File: src/rtl/esp_pkg.sv
`timescale 1ns / 1ps

package esp_pkg;

    localparam int COUNT_W    = 16;
    localparam int ELAPSED_W  = 24;
    localparam int SPEED_W    = 32;
    localparam int PULSES_W   = 16;
    localparam int COEFF_W    = 9;
    localparam int CFG_DATA_W = 16;

    // 60e6 us per minute; the extra factor of 256 for Q8 is a shift.
    localparam int          SCALE_W   = 26;
    localparam logic [SCALE_W-1:0] RPM_SCALE = 26'd60000000;
    localparam int          FRAC_BITS = 8;

    // Product widths of the two serial multipliers and of the divider.
    localparam int DEN_W   = ELAPSED_W + PULSES_W;    // 40
    localparam int NUM0_W  = SCALE_W + COUNT_W;       // 42
    localparam int NUM0_USED_W = 41;                  // 32768 * 60e6 < 2^41
    localparam int NUM_W   = NUM0_USED_W + FRAC_BITS; // 49

    // Blend accumulator: nw * 256 + c * (old - nw).
    localparam int ACC_W      = 43;
    localparam int DIFF_W     = SPEED_W + 1;
    localparam int BLEND_CNT_W = 4;

    localparam logic [PULSES_W-1:0] PULSES_RESET = 16'd1;
    localparam logic [COEFF_W-1:0]  COEFF_RESET  = 9'd192;
    localparam logic [COEFF_W-1:0]  COEFF_ONE    = 9'd256;

    localparam logic [SPEED_W-1:0] SPEED_POS_MAX = 32'h7FFF_FFFF;
    localparam logic [SPEED_W-1:0] SPEED_NEG_MAG = 32'h8000_0000;

    typedef enum logic [0:0] {
        REG_PULSES_PER_REV = 1'b0,
        REG_FILTER_COEFF   = 1'b1
    } esp_reg_idx_t;

    typedef enum logic [2:0] {
        ST_IDLE,
        ST_MUL,
        ST_DIV,
        ST_BLEND,
        ST_OUT
    } esp_state_t;

    typedef struct packed {
        logic [COUNT_W-1:0]   count_value;
        logic [ELAPSED_W-1:0] elapsed_us;
    } esp_sample_t;

    typedef struct packed {
        logic signed [SPEED_W-1:0] speed_q8;
        logic [COUNT_W-1:0]        position;
        logic                      speed_updated;
    } esp_result_t;

    typedef struct packed {
        esp_reg_idx_t            index;
        logic [CFG_DATA_W-1:0]   data;
    } esp_cfg_t;

endpackage

File: src/rtl/esp_stream_if.sv
`timescale 1ns / 1ps

interface esp_stream_if #(
    parameter type payload_t = logic
) ();
    logic     valid;
    logic     ready;
    payload_t payload;

    modport source (output valid, output payload, input ready);
    modport sink   (input valid, input payload, output ready);
endinterface

File: src/rtl/esp_serial_mul.sv
`timescale 1ns / 1ps

module esp_serial_mul #(
    parameter int A_W = 8,
    parameter int B_W = 8
) (
    input  logic               clk,
    input  logic               rst_n,
    input  logic               start,
    input  logic [A_W-1:0]     a,
    input  logic [B_W-1:0]     b,
    output logic [A_W+B_W-1:0] product,
    output logic               done
);

    localparam int P_W   = A_W + B_W;
    localparam int CNT_W = $clog2(B_W + 1);

    logic [P_W-1:0]   acc_reg;
    logic [P_W-1:0]   a_sh_reg;
    logic [B_W-1:0]   b_sh_reg;
    logic [CNT_W-1:0] cnt_reg;
    logic             busy_reg;
    logic             done_reg;
    logic             last_step;

    assign last_step = busy_reg && (cnt_reg == CNT_W'(B_W - 1));

    always_ff @(posedge clk or negedge rst_n)
    begin
        if (!rst_n)
        begin
            busy_reg <= 1'b0;
            done_reg <= 1'b0;
            cnt_reg  <= '0;
        end
        else
        begin
            done_reg <= last_step;
            if (start)
            begin
                busy_reg <= 1'b1;
                cnt_reg  <= '0;
            end
            else if (busy_reg)
            begin
                cnt_reg <= cnt_reg + CNT_W'(1);
                if (last_step)
                begin
                    busy_reg <= 1'b0;
                end
            end
        end
    end

    // One multiplier bit per cycle, least significant first.
    always_ff @(posedge clk)
    begin
        if (start)
        begin
            acc_reg  <= '0;
            a_sh_reg <= {{B_W{1'b0}}, a};
            b_sh_reg <= b;
        end
        else if (busy_reg)
        begin
            if (b_sh_reg[0])
            begin
                acc_reg <= acc_reg + a_sh_reg;
            end
            a_sh_reg <= a_sh_reg << 1;
            b_sh_reg <= b_sh_reg >> 1;
        end
    end

    assign product = acc_reg;
    assign done    = done_reg;

endmodule

File: src/rtl/esp_serial_div.sv
`timescale 1ns / 1ps

module esp_serial_div #(
    parameter int N_W = 16,
    parameter int D_W = 16,
    parameter int Q_W = 16
) (
    input  logic           clk,
    input  logic           rst_n,
    input  logic           start,
    input  logic [N_W-1:0] dividend,
    input  logic [D_W-1:0] divisor,
    output logic [Q_W-1:0] quotient,
    output logic           overflow,
    output logic           done
);

    localparam int CNT_W = $clog2(N_W + 1);

    logic [D_W-1:0]   rem_reg;
    logic [D_W-1:0]   rem_next;
    logic [N_W-1:0]   num_sh_reg;
    logic [D_W-1:0]   div_reg;
    logic [Q_W-1:0]   quo_reg;
    logic             ovf_reg;
    logic [CNT_W-1:0] cnt_reg;
    logic             busy_reg;
    logic             done_reg;
    logic             last_step;
    logic [D_W:0]     trial;
    logic [D_W:0]     trial_sub;
    logic             fits;

    assign last_step = busy_reg && (cnt_reg == CNT_W'(N_W - 1));

    // Restoring division, one quotient bit per cycle.
    always_comb
    begin
        trial     = {rem_reg, num_sh_reg[N_W-1]};
        trial_sub = trial - {1'b0, div_reg};
        fits      = (trial >= {1'b0, div_reg});
        rem_next  = fits ? trial_sub[D_W-1:0] : trial[D_W-1:0];
    end

    always_ff @(posedge clk or negedge rst_n)
    begin
        if (!rst_n)
        begin
            busy_reg <= 1'b0;
            done_reg <= 1'b0;
            cnt_reg  <= '0;
        end
        else
        begin
            done_reg <= last_step;
            if (start)
            begin
                busy_reg <= 1'b1;
                cnt_reg  <= '0;
            end
            else if (busy_reg)
            begin
                cnt_reg <= cnt_reg + CNT_W'(1);
                if (last_step)
                begin
                    busy_reg <= 1'b0;
                end
            end
        end
    end

    // Quotient bits that fall off the top of the register mark an overflow.
    always_ff @(posedge clk)
    begin
        if (start)
        begin
            rem_reg    <= '0;
            num_sh_reg <= dividend;
            div_reg    <= divisor;
            quo_reg    <= '0;
            ovf_reg    <= 1'b0;
        end
        else if (busy_reg)
        begin
            rem_reg    <= rem_next;
            num_sh_reg <= num_sh_reg << 1;
            quo_reg    <= {quo_reg[Q_W-2:0], fits};
            ovf_reg    <= ovf_reg | quo_reg[Q_W-1];
        end
    end

    assign quotient = quo_reg;
    assign overflow = ovf_reg;
    assign done     = done_reg;

endmodule

File: src/rtl/encoder_speed_estimator.sv
`timescale 1ns / 1ps

// Encoder speed estimator.
// The sample channel takes one item per encoder reading: the 16-bit count and
// the microseconds since the previous reading. The result channel returns one
// item per sample: the filtered speed in Q8 rpm, the stored count and a flag
// that tells whether the speed was updated. The cfg channel writes
// pulses_per_rev (index 0) and filter_coeff (index 1); it is always ready and
// should only be used while no sample is in flight.
// A sample that updates the speed goes through a bit-serial multiply, a
// bit-serial divide and a serial blend before its result is loaded; no new
// sample is taken until then, and the next one can be taken in the cycle
// after the load. The divide is the longest step.
// The first sample after reset and samples with zero elapsed time skip the
// multiply, divide and blend and go straight to the output stage.
// The result sits in an output register; when the receiver stalls, the block
// still accepts one more sample and finishes it, then waits with that result
// until the register frees up.
// Reset clears the stored count, the filtered speed and the primed flag, and
// sets pulses_per_rev to 1 and filter_coeff to 192.
module encoder_speed_estimator (
    input logic         clk,
    input logic         rst_n,
    esp_stream_if.sink   sample,
    esp_stream_if.source result,
    esp_stream_if.sink   cfg
);
    import esp_pkg::*;

    esp_state_t state_reg;
    esp_state_t state_next;

    logic [PULSES_W-1:0] pulses_reg;
    logic [COEFF_W-1:0]  coeff_reg;

    logic [COUNT_W-1:0]        last_count_reg;
    logic                      primed_reg;
    logic signed [SPEED_W-1:0] speed_reg;
    logic                      neg_reg;
    logic                      upd_reg;

    logic signed [ACC_W-1:0]   acc_reg;
    logic signed [ACC_W-1:0]   dsh_reg;
    logic [COEFF_W-1:0]        csh_reg;
    logic [BLEND_CNT_W-1:0]    bcnt_reg;

    esp_result_t result_reg;
    logic        result_valid_reg;

    logic                sample_acc;
    logic                go;
    logic                mul_start;
    logic                div_start;
    logic                load;
    logic                blend_last;
    logic [COUNT_W-1:0]  count_diff;
    logic [COUNT_W-1:0]  delta_mag;
    logic [PULSES_W-1:0] ppr_eff;
    logic [COEFF_W-1:0]  coeff_eff;

    logic [DEN_W-1:0]  den_prod;
    logic [NUM0_W-1:0] num_prod;
    logic              den_done;
    logic              num_done;
    logic [NUM_W-1:0]  dividend;
    logic [SPEED_W-1:0] quotient;
    logic              quo_ovf;
    logic              div_done;

    logic [SPEED_W-1:0]        inst_mag;
    logic signed [SPEED_W-1:0] inst_speed;
    logic signed [DIFF_W-1:0]  speed_diff;
    logic signed [ACC_W-FRAC_BITS-1:0] blend_q;
    logic signed [SPEED_W-1:0] speed_new;

    // Configuration registers.
    assign cfg.ready = 1'b1;

    always_ff @(posedge clk or negedge rst_n)
    begin
        if (!rst_n)
        begin
            pulses_reg <= PULSES_RESET;
            coeff_reg  <= COEFF_RESET;
        end
        else if (cfg.valid && cfg.ready)
        begin
            case (cfg.payload.index)
                REG_PULSES_PER_REV: pulses_reg <= cfg.payload.data;
                REG_FILTER_COEFF:   coeff_reg  <= cfg.payload.data[COEFF_W-1:0];
                default:            ;
            endcase
        end
    end

    assign ppr_eff   = (pulses_reg == '0) ? PULSES_W'(1) : pulses_reg;
    assign coeff_eff = (coeff_reg > COEFF_ONE) ? COEFF_ONE : coeff_reg;

    // Input side.
    assign sample.ready = (state_reg == ST_IDLE);
    assign sample_acc   = sample.valid && sample.ready;
    assign count_diff   = sample.payload.count_value - last_count_reg;
    assign delta_mag    = count_diff[COUNT_W-1] ? (~count_diff + COUNT_W'(1)) : count_diff;
    assign go           = sample_acc && primed_reg && (sample.payload.elapsed_us != '0);

    esp_serial_mul #(
        .A_W (ELAPSED_W),
        .B_W (PULSES_W)
    ) u_den_mul (
        .clk     (clk),
        .rst_n   (rst_n),
        .start   (mul_start),
        .a       (sample.payload.elapsed_us),
        .b       (ppr_eff),
        .product (den_prod),
        .done    (den_done)
    );

    esp_serial_mul #(
        .A_W (SCALE_W),
        .B_W (COUNT_W)
    ) u_num_mul (
        .clk     (clk),
        .rst_n   (rst_n),
        .start   (mul_start),
        .a       (RPM_SCALE),
        .b       (delta_mag),
        .product (num_prod),
        .done    (num_done)
    );

    assign dividend = {num_prod[NUM0_USED_W-1:0], {FRAC_BITS{1'b0}}};

    esp_serial_div #(
        .N_W (NUM_W),
        .D_W (DEN_W),
        .Q_W (SPEED_W)
    ) u_div (
        .clk      (clk),
        .rst_n    (rst_n),
        .start    (div_start),
        .dividend (dividend),
        .divisor  (den_prod),
        .quotient (quotient),
        .overflow (quo_ovf),
        .done     (div_done)
    );

    // Instantaneous speed, saturated to the signed 32-bit range.
    always_comb
    begin
        if (neg_reg)
        begin
            inst_mag   = (quo_ovf || (quotient > SPEED_NEG_MAG)) ? SPEED_NEG_MAG : quotient;
            inst_speed = signed'(~inst_mag + SPEED_W'(1));
        end
        else
        begin
            inst_mag   = (quo_ovf || quotient[SPEED_W-1]) ? SPEED_POS_MAX : quotient;
            inst_speed = signed'(inst_mag);
        end
        speed_diff = signed'({speed_reg[SPEED_W-1], speed_reg})
                   - signed'({inst_speed[SPEED_W-1], inst_speed});
    end

    // Divide the blend sum by 256, truncating toward zero. A convex blend of
    // two 32-bit values always fits in 32 bits.
    always_comb
    begin
        blend_q = acc_reg[ACC_W-1:FRAC_BITS];
        if (acc_reg[ACC_W-1] && (acc_reg[FRAC_BITS-1:0] != '0))
        begin
            blend_q = blend_q + (ACC_W-FRAC_BITS)'(1);
        end
        speed_new = upd_reg ? blend_q[SPEED_W-1:0] : speed_reg;
    end

    assign blend_last = (bcnt_reg == BLEND_CNT_W'(COEFF_W - 1));

    // Sequencer.
    always_ff @(posedge clk or negedge rst_n)
    begin
        if (!rst_n)
        begin
            state_reg <= ST_IDLE;
        end
        else
        begin
            state_reg <= state_next;
        end
    end

    always_comb
    begin
        state_next = state_reg;
        mul_start  = 1'b0;
        div_start  = 1'b0;
        load       = 1'b0;
        case (state_reg)
            ST_IDLE:
            begin
                if (go)
                begin
                    mul_start  = 1'b1;
                    state_next = ST_MUL;
                end
                else if (sample_acc)
                begin
                    state_next = ST_OUT;
                end
            end
            ST_MUL:
            begin
                if (den_done && num_done)
                begin
                    div_start  = 1'b1;
                    state_next = ST_DIV;
                end
            end
            ST_DIV:
            begin
                if (div_done)
                begin
                    state_next = ST_BLEND;
                end
            end
            ST_BLEND:
            begin
                if (blend_last)
                begin
                    state_next = ST_OUT;
                end
            end
            ST_OUT:
            begin
                if (!result_valid_reg || result.ready)
                begin
                    load       = 1'b1;
                    state_next = ST_IDLE;
                end
            end
            default:
            begin
                state_next = ST_IDLE;
            end
        endcase
    end

    // Block state.
    always_ff @(posedge clk or negedge rst_n)
    begin
        if (!rst_n)
        begin
            last_count_reg <= '0;
            primed_reg     <= 1'b0;
            speed_reg      <= '0;
            upd_reg        <= 1'b0;
        end
        else
        begin
            if (sample_acc)
            begin
                last_count_reg <= sample.payload.count_value;
                primed_reg     <= 1'b1;
                upd_reg        <= 1'b0;
            end
            else if (state_reg == ST_BLEND && blend_last)
            begin
                upd_reg <= 1'b1;
            end
            if (load)
            begin
                speed_reg <= speed_new;
            end
        end
    end

    // Blend datapath: acc = new * 256 + c * (old - new), one bit of c a cycle.
    always_ff @(posedge clk)
    begin
        if (sample_acc)
        begin
            neg_reg <= count_diff[COUNT_W-1];
        end
        if (state_reg == ST_DIV && div_done)
        begin
            acc_reg  <= signed'({{(ACC_W-SPEED_W-FRAC_BITS){inst_speed[SPEED_W-1]}},
                                inst_speed, {FRAC_BITS{1'b0}}});
            dsh_reg  <= signed'({{(ACC_W-DIFF_W){speed_diff[DIFF_W-1]}}, speed_diff});
            csh_reg  <= coeff_eff;
            bcnt_reg <= '0;
        end
        else if (state_reg == ST_BLEND)
        begin
            if (csh_reg[0])
            begin
                acc_reg <= acc_reg + dsh_reg;
            end
            dsh_reg  <= dsh_reg <<< 1;
            csh_reg  <= csh_reg >> 1;
            bcnt_reg <= bcnt_reg + BLEND_CNT_W'(1);
        end
    end

    // Output register.
    always_ff @(posedge clk or negedge rst_n)
    begin
        if (!rst_n)
        begin
            result_valid_reg <= 1'b0;
        end
        else if (load)
        begin
            result_valid_reg <= 1'b1;
        end
        else if (result.ready)
        begin
            result_valid_reg <= 1'b0;
        end
    end

    always_ff @(posedge clk)
    begin
        if (load)
        begin
            result_reg.speed_q8      <= speed_new;
            result_reg.position      <= last_count_reg;
            result_reg.speed_updated <= upd_reg;
        end
    end

    assign result.valid   = result_valid_reg;
    assign result.payload = result_reg;

endmodule

File: src/flat_wrapper.sv
// flat-port wrapper written by rule: the top's interface ports become plain ports
module encoder_speed_estimator_flat import esp_pkg::*;
  (clk, rst_n, sample_valid, sample_payload, sample_ready, result_valid, result_payload, result_ready, cfg_valid, cfg_payload, cfg_ready);
  esp_stream_if #(.payload_t(esp_sample_t)) sample_i ();
  esp_stream_if #(.payload_t(esp_result_t)) result_i ();
  esp_stream_if #(.payload_t(esp_cfg_t)) cfg_i ();
  input logic clk;
  input logic rst_n;
  input wire logic [$bits(sample_i.valid)-1:0] sample_valid;
  input wire logic [$bits(sample_i.payload)-1:0] sample_payload;
  output wire logic [$bits(sample_i.ready)-1:0] sample_ready;
  output wire logic [$bits(result_i.valid)-1:0] result_valid;
  output wire logic [$bits(result_i.payload)-1:0] result_payload;
  input wire logic [$bits(result_i.ready)-1:0] result_ready;
  input wire logic [$bits(cfg_i.valid)-1:0] cfg_valid;
  input wire logic [$bits(cfg_i.payload)-1:0] cfg_payload;
  output wire logic [$bits(cfg_i.ready)-1:0] cfg_ready;
  assign sample_i.valid = sample_valid;
  assign sample_i.payload = sample_payload;
  assign sample_ready = sample_i.ready;
  assign result_valid = result_i.valid;
  assign result_payload = result_i.payload;
  assign result_i.ready = result_ready;
  assign cfg_i.valid = cfg_valid;
  assign cfg_i.payload = cfg_payload;
  assign cfg_ready = cfg_i.ready;
  encoder_speed_estimator u_core (.clk(clk), .rst_n(rst_n), .sample(sample_i), .result(result_i), .cfg(cfg_i));
endmodule
File: config.mk
export PLATFORM = sky130hd
export DESIGN_NAME = encoder_speed_estimator_flat
export DESIGN_NICKNAME = d
export VERILOG_FILES = /design/src/rtl/esp_pkg.sv /design/src/rtl/esp_stream_if.sv /design/src/rtl/esp_serial_mul.sv /design/src/rtl/esp_serial_div.sv /design/src/rtl/encoder_speed_estimator.sv /design/src/flat_wrapper.sv
export SDC_FILE = /design/constraint.sdc
export NUM_CORES = 2
export LEC_CHECK = 0
export BUFFER_PORTS_ARGS = -buffer_cell sky130_fd_sc_hd__buf_4
export CORE_ASPECT_RATIO = 1.25
export CORE_MARGIN = 4
export CORE_UTILIZATION = 28
export DETAILED_ROUTE_END_ITERATION = 8
export PLACE_DENSITY = 0.47
export SLEW_MARGIN = 25
export SYNTH_ARGS = -nofsm -noshare
export SYNTH_HDL_FRONTEND = slang
export SYNTH_SLANG_ARGS = --single-unit
export TNS_END_PERCENT = 50
File: constraint.sdc
create_clock -name clk -period 9.4 [get_ports clk]
set_input_delay 0.47 -clock clk [delete_from_list [all_inputs] [get_ports clk]]
set_output_delay 0.47 -clock clk [all_outputs]
set_load 0.02 [all_outputs]
After elaboration in Yosys (flattened, before gate mapping) --
Index checks and enable logic that the tools add are counted.
Word-level totals: bits in registers 592
Operators by class: add/subtract/negate cells 13, order comparisons 3, eq/ne operators 13, multiplexer cells 56, bitwise gates (word level) 4, reduce and logical (&&, ||, !) cells 32
Operators by type and width (number):
- $mux 43 | 5
- $mux 32 | 5
- $mux 49 | 2
- $mux 16 | 6
- $mux 24 | 2
- $add 43x43->43 | 1
- $add 42x42->42 | 1
- $ge 41x40->1 | 1
- $add 40x40->40 | 1
- $mux 40 | 1
- $sub 40x40->40 | 1
- $sub 32x32->33 | 1
- $add 32x1->32 const B | 1
- $add 32x2->32 const B | 1
- $gt 32x32->1 const B | 1
- $not 32->32 | 1
- $mux 9 | 3
- $reduce_bool 24->1 | 1
- $mux 5 | 4
- $mux 1 | 19
- $mux 3 | 6
- $add 16x1->16 const B | 1
- $logic_not 16->1 | 1
- $not 16->16 | 1
- 26 further kinds | 54

Longest topological paths before layout --
depth in word-level cells 8, gate-level depth with buffers 29, gate-level depth less buffers 26

By module --
A second synthesis with hierarchy kept.
Second synthesis, totals: cell total of the unflattened synthesis 3851, area total of the unflattened synthesis 36983.0 µm²
By module, submodules not included:
- encoder_speed_estimator | instances 1, cells an instance 1644, area each 15396.0 µm², seq. area each 6334.8 µm²
- esp_serial_div | instances 1, cells an instance 921, area each 9200.1 µm², seq. area each 4334.2 µm²
- esp_serial_mul (u_core.u_num_mul) | instances 1, cells an instance 660, area each 6313.6 µm², seq. area each 2597.5 µm²
- esp_serial_mul (u_core.u_den_mul) | instances 1, cells an instance 626, area each 6073.3 µm², seq. area each 2497.4 µm²

Worst setup path after synthesis --
OpenSTA, ideal clock, no wires.
path kind register to register, start point reg u_core.u_div.quo_reg[23], in the netlist u_core.u_div.quotient[23], end point reg u_core.dsh_reg[32], data pin, setup time 0.131 ns, arrival time 5.949 ns, required time 9.269 ns, setup slack 3.320 ns, stages on the path, launching flop included 29, buffers on the path 4, cells stage by stage dfxtp_1 -> buf_2 -> or4_4 -> nor4_4 -> a31o_2 -> clkbuf_1 -> nand2_1 -> ha_1 -> nand2_1 -> a31oi_1 -> buf_2 -> o21ai_0 -> o21ai_0 -> ha_1 -> a21o_1 -> a21oi_1 -> nor2_1 -> o21a_1 -> o21a_1 -> maj3_1 -> maj3_1 -> o21bai_1 -> o21ai_1 -> a21oi_2 -> o22ai_1 -> a221oi_1 -> o21ai_1 -> buf_2 -> nand2_1
Between the ends: longest elaborated chain between the ends 8, elaborated cells between the ends (all ways) 9
RTL lines:
- start, declared | line esp_serial_div.sv:24 | logic [Q_W-1:0] quo_reg;
- start signal, assigned | line esp_serial_div.sv:87 | quo_reg <= {quo_reg[Q_W-2:0], fits};
- $gt 32x32->1 | line encoder_speed_estimator.sv:154 | inst_mag = (quo_ovf || (quotient > SPEED_NEG_MAG)) ? SPEED_NEG_MAG : quotient;
- $logic_or 1x1->1 | line encoder_speed_estimator.sv:154
- $mux 32 | line encoder_speed_estimator.sv:154
- $not 32->32 | line encoder_speed_estimator.sv:155 | inst_speed = signed'(~inst_mag + SPEED_W'(1));
- $add 32x1->32 | line encoder_speed_estimator.sv:155
- $mux 32 (*) | line encoder_speed_estimator.sv:152 | if (neg_reg)
- $sub 32x32->33 (*) | line encoder_speed_estimator.sv:163 | - signed'({inst_speed[SPEED_W-1], inst_speed});
- $mux 43 (*) | line encoder_speed_estimator.sv:285 | if (state_reg == ST_DIV && div_done)
- end signal, assigned | line encoder_speed_estimator.sv:289 | dsh_reg <= signed'({{(ACC_W-DIFF_W){speed_diff[DIFF_W-1]}}, speed_diff});
- end signal, assigned | line encoder_speed_estimator.sv:299 | dsh_reg <= dsh_reg <<< 1;
- end, declared | line encoder_speed_estimator.sv:43 | logic signed [ACC_W-1:0] dsh_reg;
Mark *: on every way between the ends. The rest lies on a longest branch, timed or not. A chain may end at the register's enable or synchronous reset.

Worst setup path after layout --
start point reg u_core.u_div.quo_reg[18], in the netlist u_core.u_div.quotient[18], end point reg u_core.dsh_reg[41], data pin
The elaborated chain is that of the path after synthesis.

==> run metrics <==
Critical Path AT=7580 ps; EDFF count, synth=266; RSZ-0062 raised after global routing=no; Die H=395 um; crit-path max cell delay=630 ps; CP max FO=16; multiplexer share of the synthesized area=0.0476; Cell Area, Synth=around 0.034 mm^2; H-tree lvl count=3; reg-to-reg critical path endpoint=u_core.dsh_reg[41]; Largest register FFs=49; Worst Tran Pin Value=1060 ps; gr usage total=0.147; crit path capture type=flop; Starting Density=0.283; first-pass GRT wire length=148000 um; Via density=4.90; Slowest cell on crit path=or4_1; critical path type=flop to flop; Post-synth ARST share=0.176; status=finished clean; crit-path leading delay family=compound AO/OA/AOI/OAI gates; Die Footprint=0.125 mm^2; routability cong.=slightly below 0.9; largest area contributor in the netlist=edfxtp_1; Setup crit start=u_core.u_div.quotient[18]; Worst R2R Path Depth=25; count of final setup violators=0; setup bufs post-CTS=0; Max clock buf depth=3; CP Depth=25; VDD IR max=just over 0.0002 V; # resized after CTS=0; Cells after Synth=3671; synthesized flop and latch total=574; # Max-Cap Violations=0; Lkg Pwr=roughly 15 nW; Cell Rows=between 100 and 150; CTS clk-pin slew, worst paths=60 ps; CP bufs+invs=1; adder-cell share of the synthesized area=0.0793; post-layout util=0.324; Compound-Gate Fraction of Synth Area=0.173; Required @ worst endpoint=9880 ps; Synth Area in Simple Gates=0.166; register area share after synthesis=0.438; fmax=141 MHz; CP most frequent cell=nand2_1; total grt overflow=0; DR WL/cell=approximately 17 um; share of cells above drive strength 1=0.0972; total core area=about 0.12 mm^2; syn_nets=~3.9k; Setup Skew=21.0 ps; Vias=between 20k and 30k; worst skew pair latency=630 ps; Final Critical Period=between 7000 and 8000 ps; CTS Buf Count=72; Starting DRT DRC Count=1335; largest family of logic cells by synthesized area=compound AO/OA/AOI/OAI gates; Hold Path Class=input port to flop; TritonCTS clock tree=done; post-route ant nets=0; final WL=approximately 93000 um; FILL cells=between 10k and 15k; # diodes=0; Setup crit end=u_core.dsh_reg[41]; Die X=317 um; fin nets=3992; Setup TNS Final=0 ps; # IOs=~110; hold_buf cts=1; port buffer count=112; Hold Vio Cnt, Final=0; Final HPWL DP=66900 um; CP Launch Type=flop; syn_area_per_cell=9.13 um^2; R2R setup slack=2310 ps; synth-to-layout area growth=14.6%; Relative slew margins=0.289; First-pass DRT Iterations=7; period utilization=0.755; root buf cell=clkbuf_16; number of synthesis warnings=0; clk sinks=~570; share of the synthesized area in the top cell type=0.238; xor/xnor share of the synthesized area=0.0599; worst r2r src=u_core.u_div.quotient[18]; initial antenna violation count=3; largest net degree at the start of global routing=between 80 and 90; Max Slew Vio Count=0; vias in the first global route=26.5k; DR DRC count=0; Yosys cell types=89; largest cells by area after synthesis=edfxtp_1 (24%), dfxtp_1 (12%), dfrtp_1 (7.3%); dominant synthesized flop cell=edfxtp_1; PD cells=144 mW/mm^2
placed cells by master (no fill, tap or decap), types with 92 or more instances in the layout:
cell type and n:
edfxtp_1 266, a21oi_1 289, inv_1 156, xor2_1 92, ha_1 196, dfrtp_1 95
buf_4 147, mux2i_1 94, o21ai_0 212, nor2_1 324, xnor2_1 137, nand2_1 567
dfxtp_1 207
through the flow:
stage | power, mW | std cells | setup slack, ps | hold WS [ps] | instance area [um^2]
floorplan | 2.72 | 3671 | 3320 | 174 | 33500
global placement | 2.77 | 5226 | 2430 | 434 | 36000
detailed placement | 2.77 | 5226 | 2340 | 437 | 36000
CTS | 5.63 | 5359 | 2300 | 14.7 | 38400
global route | 5.73 | 5359 | 1810 | 50.3 | 38400
finish | 5.53 | 5359 | 2310 | 67.0 | 38400
tightest hold or removal path: cells and delay by family:
family,cells,cell delay (ps)
AO/OA/AOI/OAI,1,50
buffers and inverters,1,90
AND/OR/NAND/NOR,1,40
cell type report:
class	count	area, um^2	share of cell area
Inverter	158	596	0.0155
Clock inverter	27	267	0.00694
Sequential cell	574	14700	0.382
Multi-Input combinational cell	2773	17700	0.460
Timing Repair Buffer	149	1120	0.0293
Tap cell	1573	1970	0.0513
Clock buffer	105	2100	0.0547
per-layer routing:
metal	vias up	routed length, um	GRT usage
met5	-	0	0
met4	0	2570	0.0486
met3	134	3050	0.0198
met2	379	45300	0.256
met1	12500	41900	0.186
li1	13300	-	-
kinds of logic (layout without fill, tap and decap cells):
family	Yosys count	count (layout)
flip-flops	574	574
other	1	1
AO/OA/AOI/OAI	930	930
AND/OR/NAND/NOR	1251	1251
buffers and inverters	324	439
multiplexers	152	152
adder cells (fa/ha/maj)	210	210
XOR/XNOR	229	229
worst min path at each step:
stage | depth (start not counted) | end | from | slack [ps]
floorplan | 0 | u_core.coeff_reg[0] | rst_n | 170
global placement | 0 | u_core.result.payload[15] | u_core.last_count_reg[14] | 430
detailed placement | 0 | u_core.result.payload[3] | u_core.last_count_reg[2] | 440
CTS | 3 | u_core.last_count_reg[5] | sample_payload[29] | 10
global route | 3 | u_core.last_count_reg[6] | sample_payload[30] | 50
finish | 3 | u_core.last_count_reg[5] | sample_payload[29] | 70
Yosys cell counts, types with 7 or more instances:
| master | n |
|---|---|
| nand2_1 | 568 |
| nor2_1 | 324 |
| a21oi_1 | 290 |
| edfxtp_1 | 266 |
| o21ai_0 | 214 |
| dfxtp_1 | 207 |
| ha_1 | 196 |
| inv_1 | 157 |
| clkbuf_1 | 141 |
| xnor2_1 | 137 |
| dfrtp_1 | 98 |
| mux2i_1 | 94 |
| xor2_1 | 92 |
| a21o_1 | 90 |
| nand3_1 | 65 |
| mux2_2 | 58 |
| a211oi_1 | 56 |
| nor3_1 | 48 |
| o22ai_1 | 41 |
| a31oi_1 | 40 |
| and3_1 | 37 |
| nor2b_1 | 32 |
| nand4_1 | 27 |
| nand2b_1 | 24 |
| o21a_1 | 24 |
| and2_1 | 23 |
| nor4_1 | 23 |
| o21bai_1 | 22 |
| or3_1 | 20 |
| buf_1 | 18 |
| a21boi_0 | 16 |
| o31ai_1 | 15 |
| nand3b_1 | 14 |
| o211ai_1 | 13 |
| o21ai_1 | 11 |
| or2_2 | 10 |
| a41oi_1 | 8 |
| o31a_1 | 8 |
| or4_1 | 8 |
| a211o_1 | 7 |
report_power, final:
| part | switching, mW | internal [mW] |
|---|---|---|
| clock network | 1.14 | 1.67 |
| logic | 0.0456 | 0.0448 |
| registers | 0.0151 | 2.61 |
| total | 1.20 | 4.33 |
(Power assumes the default switching activity.)
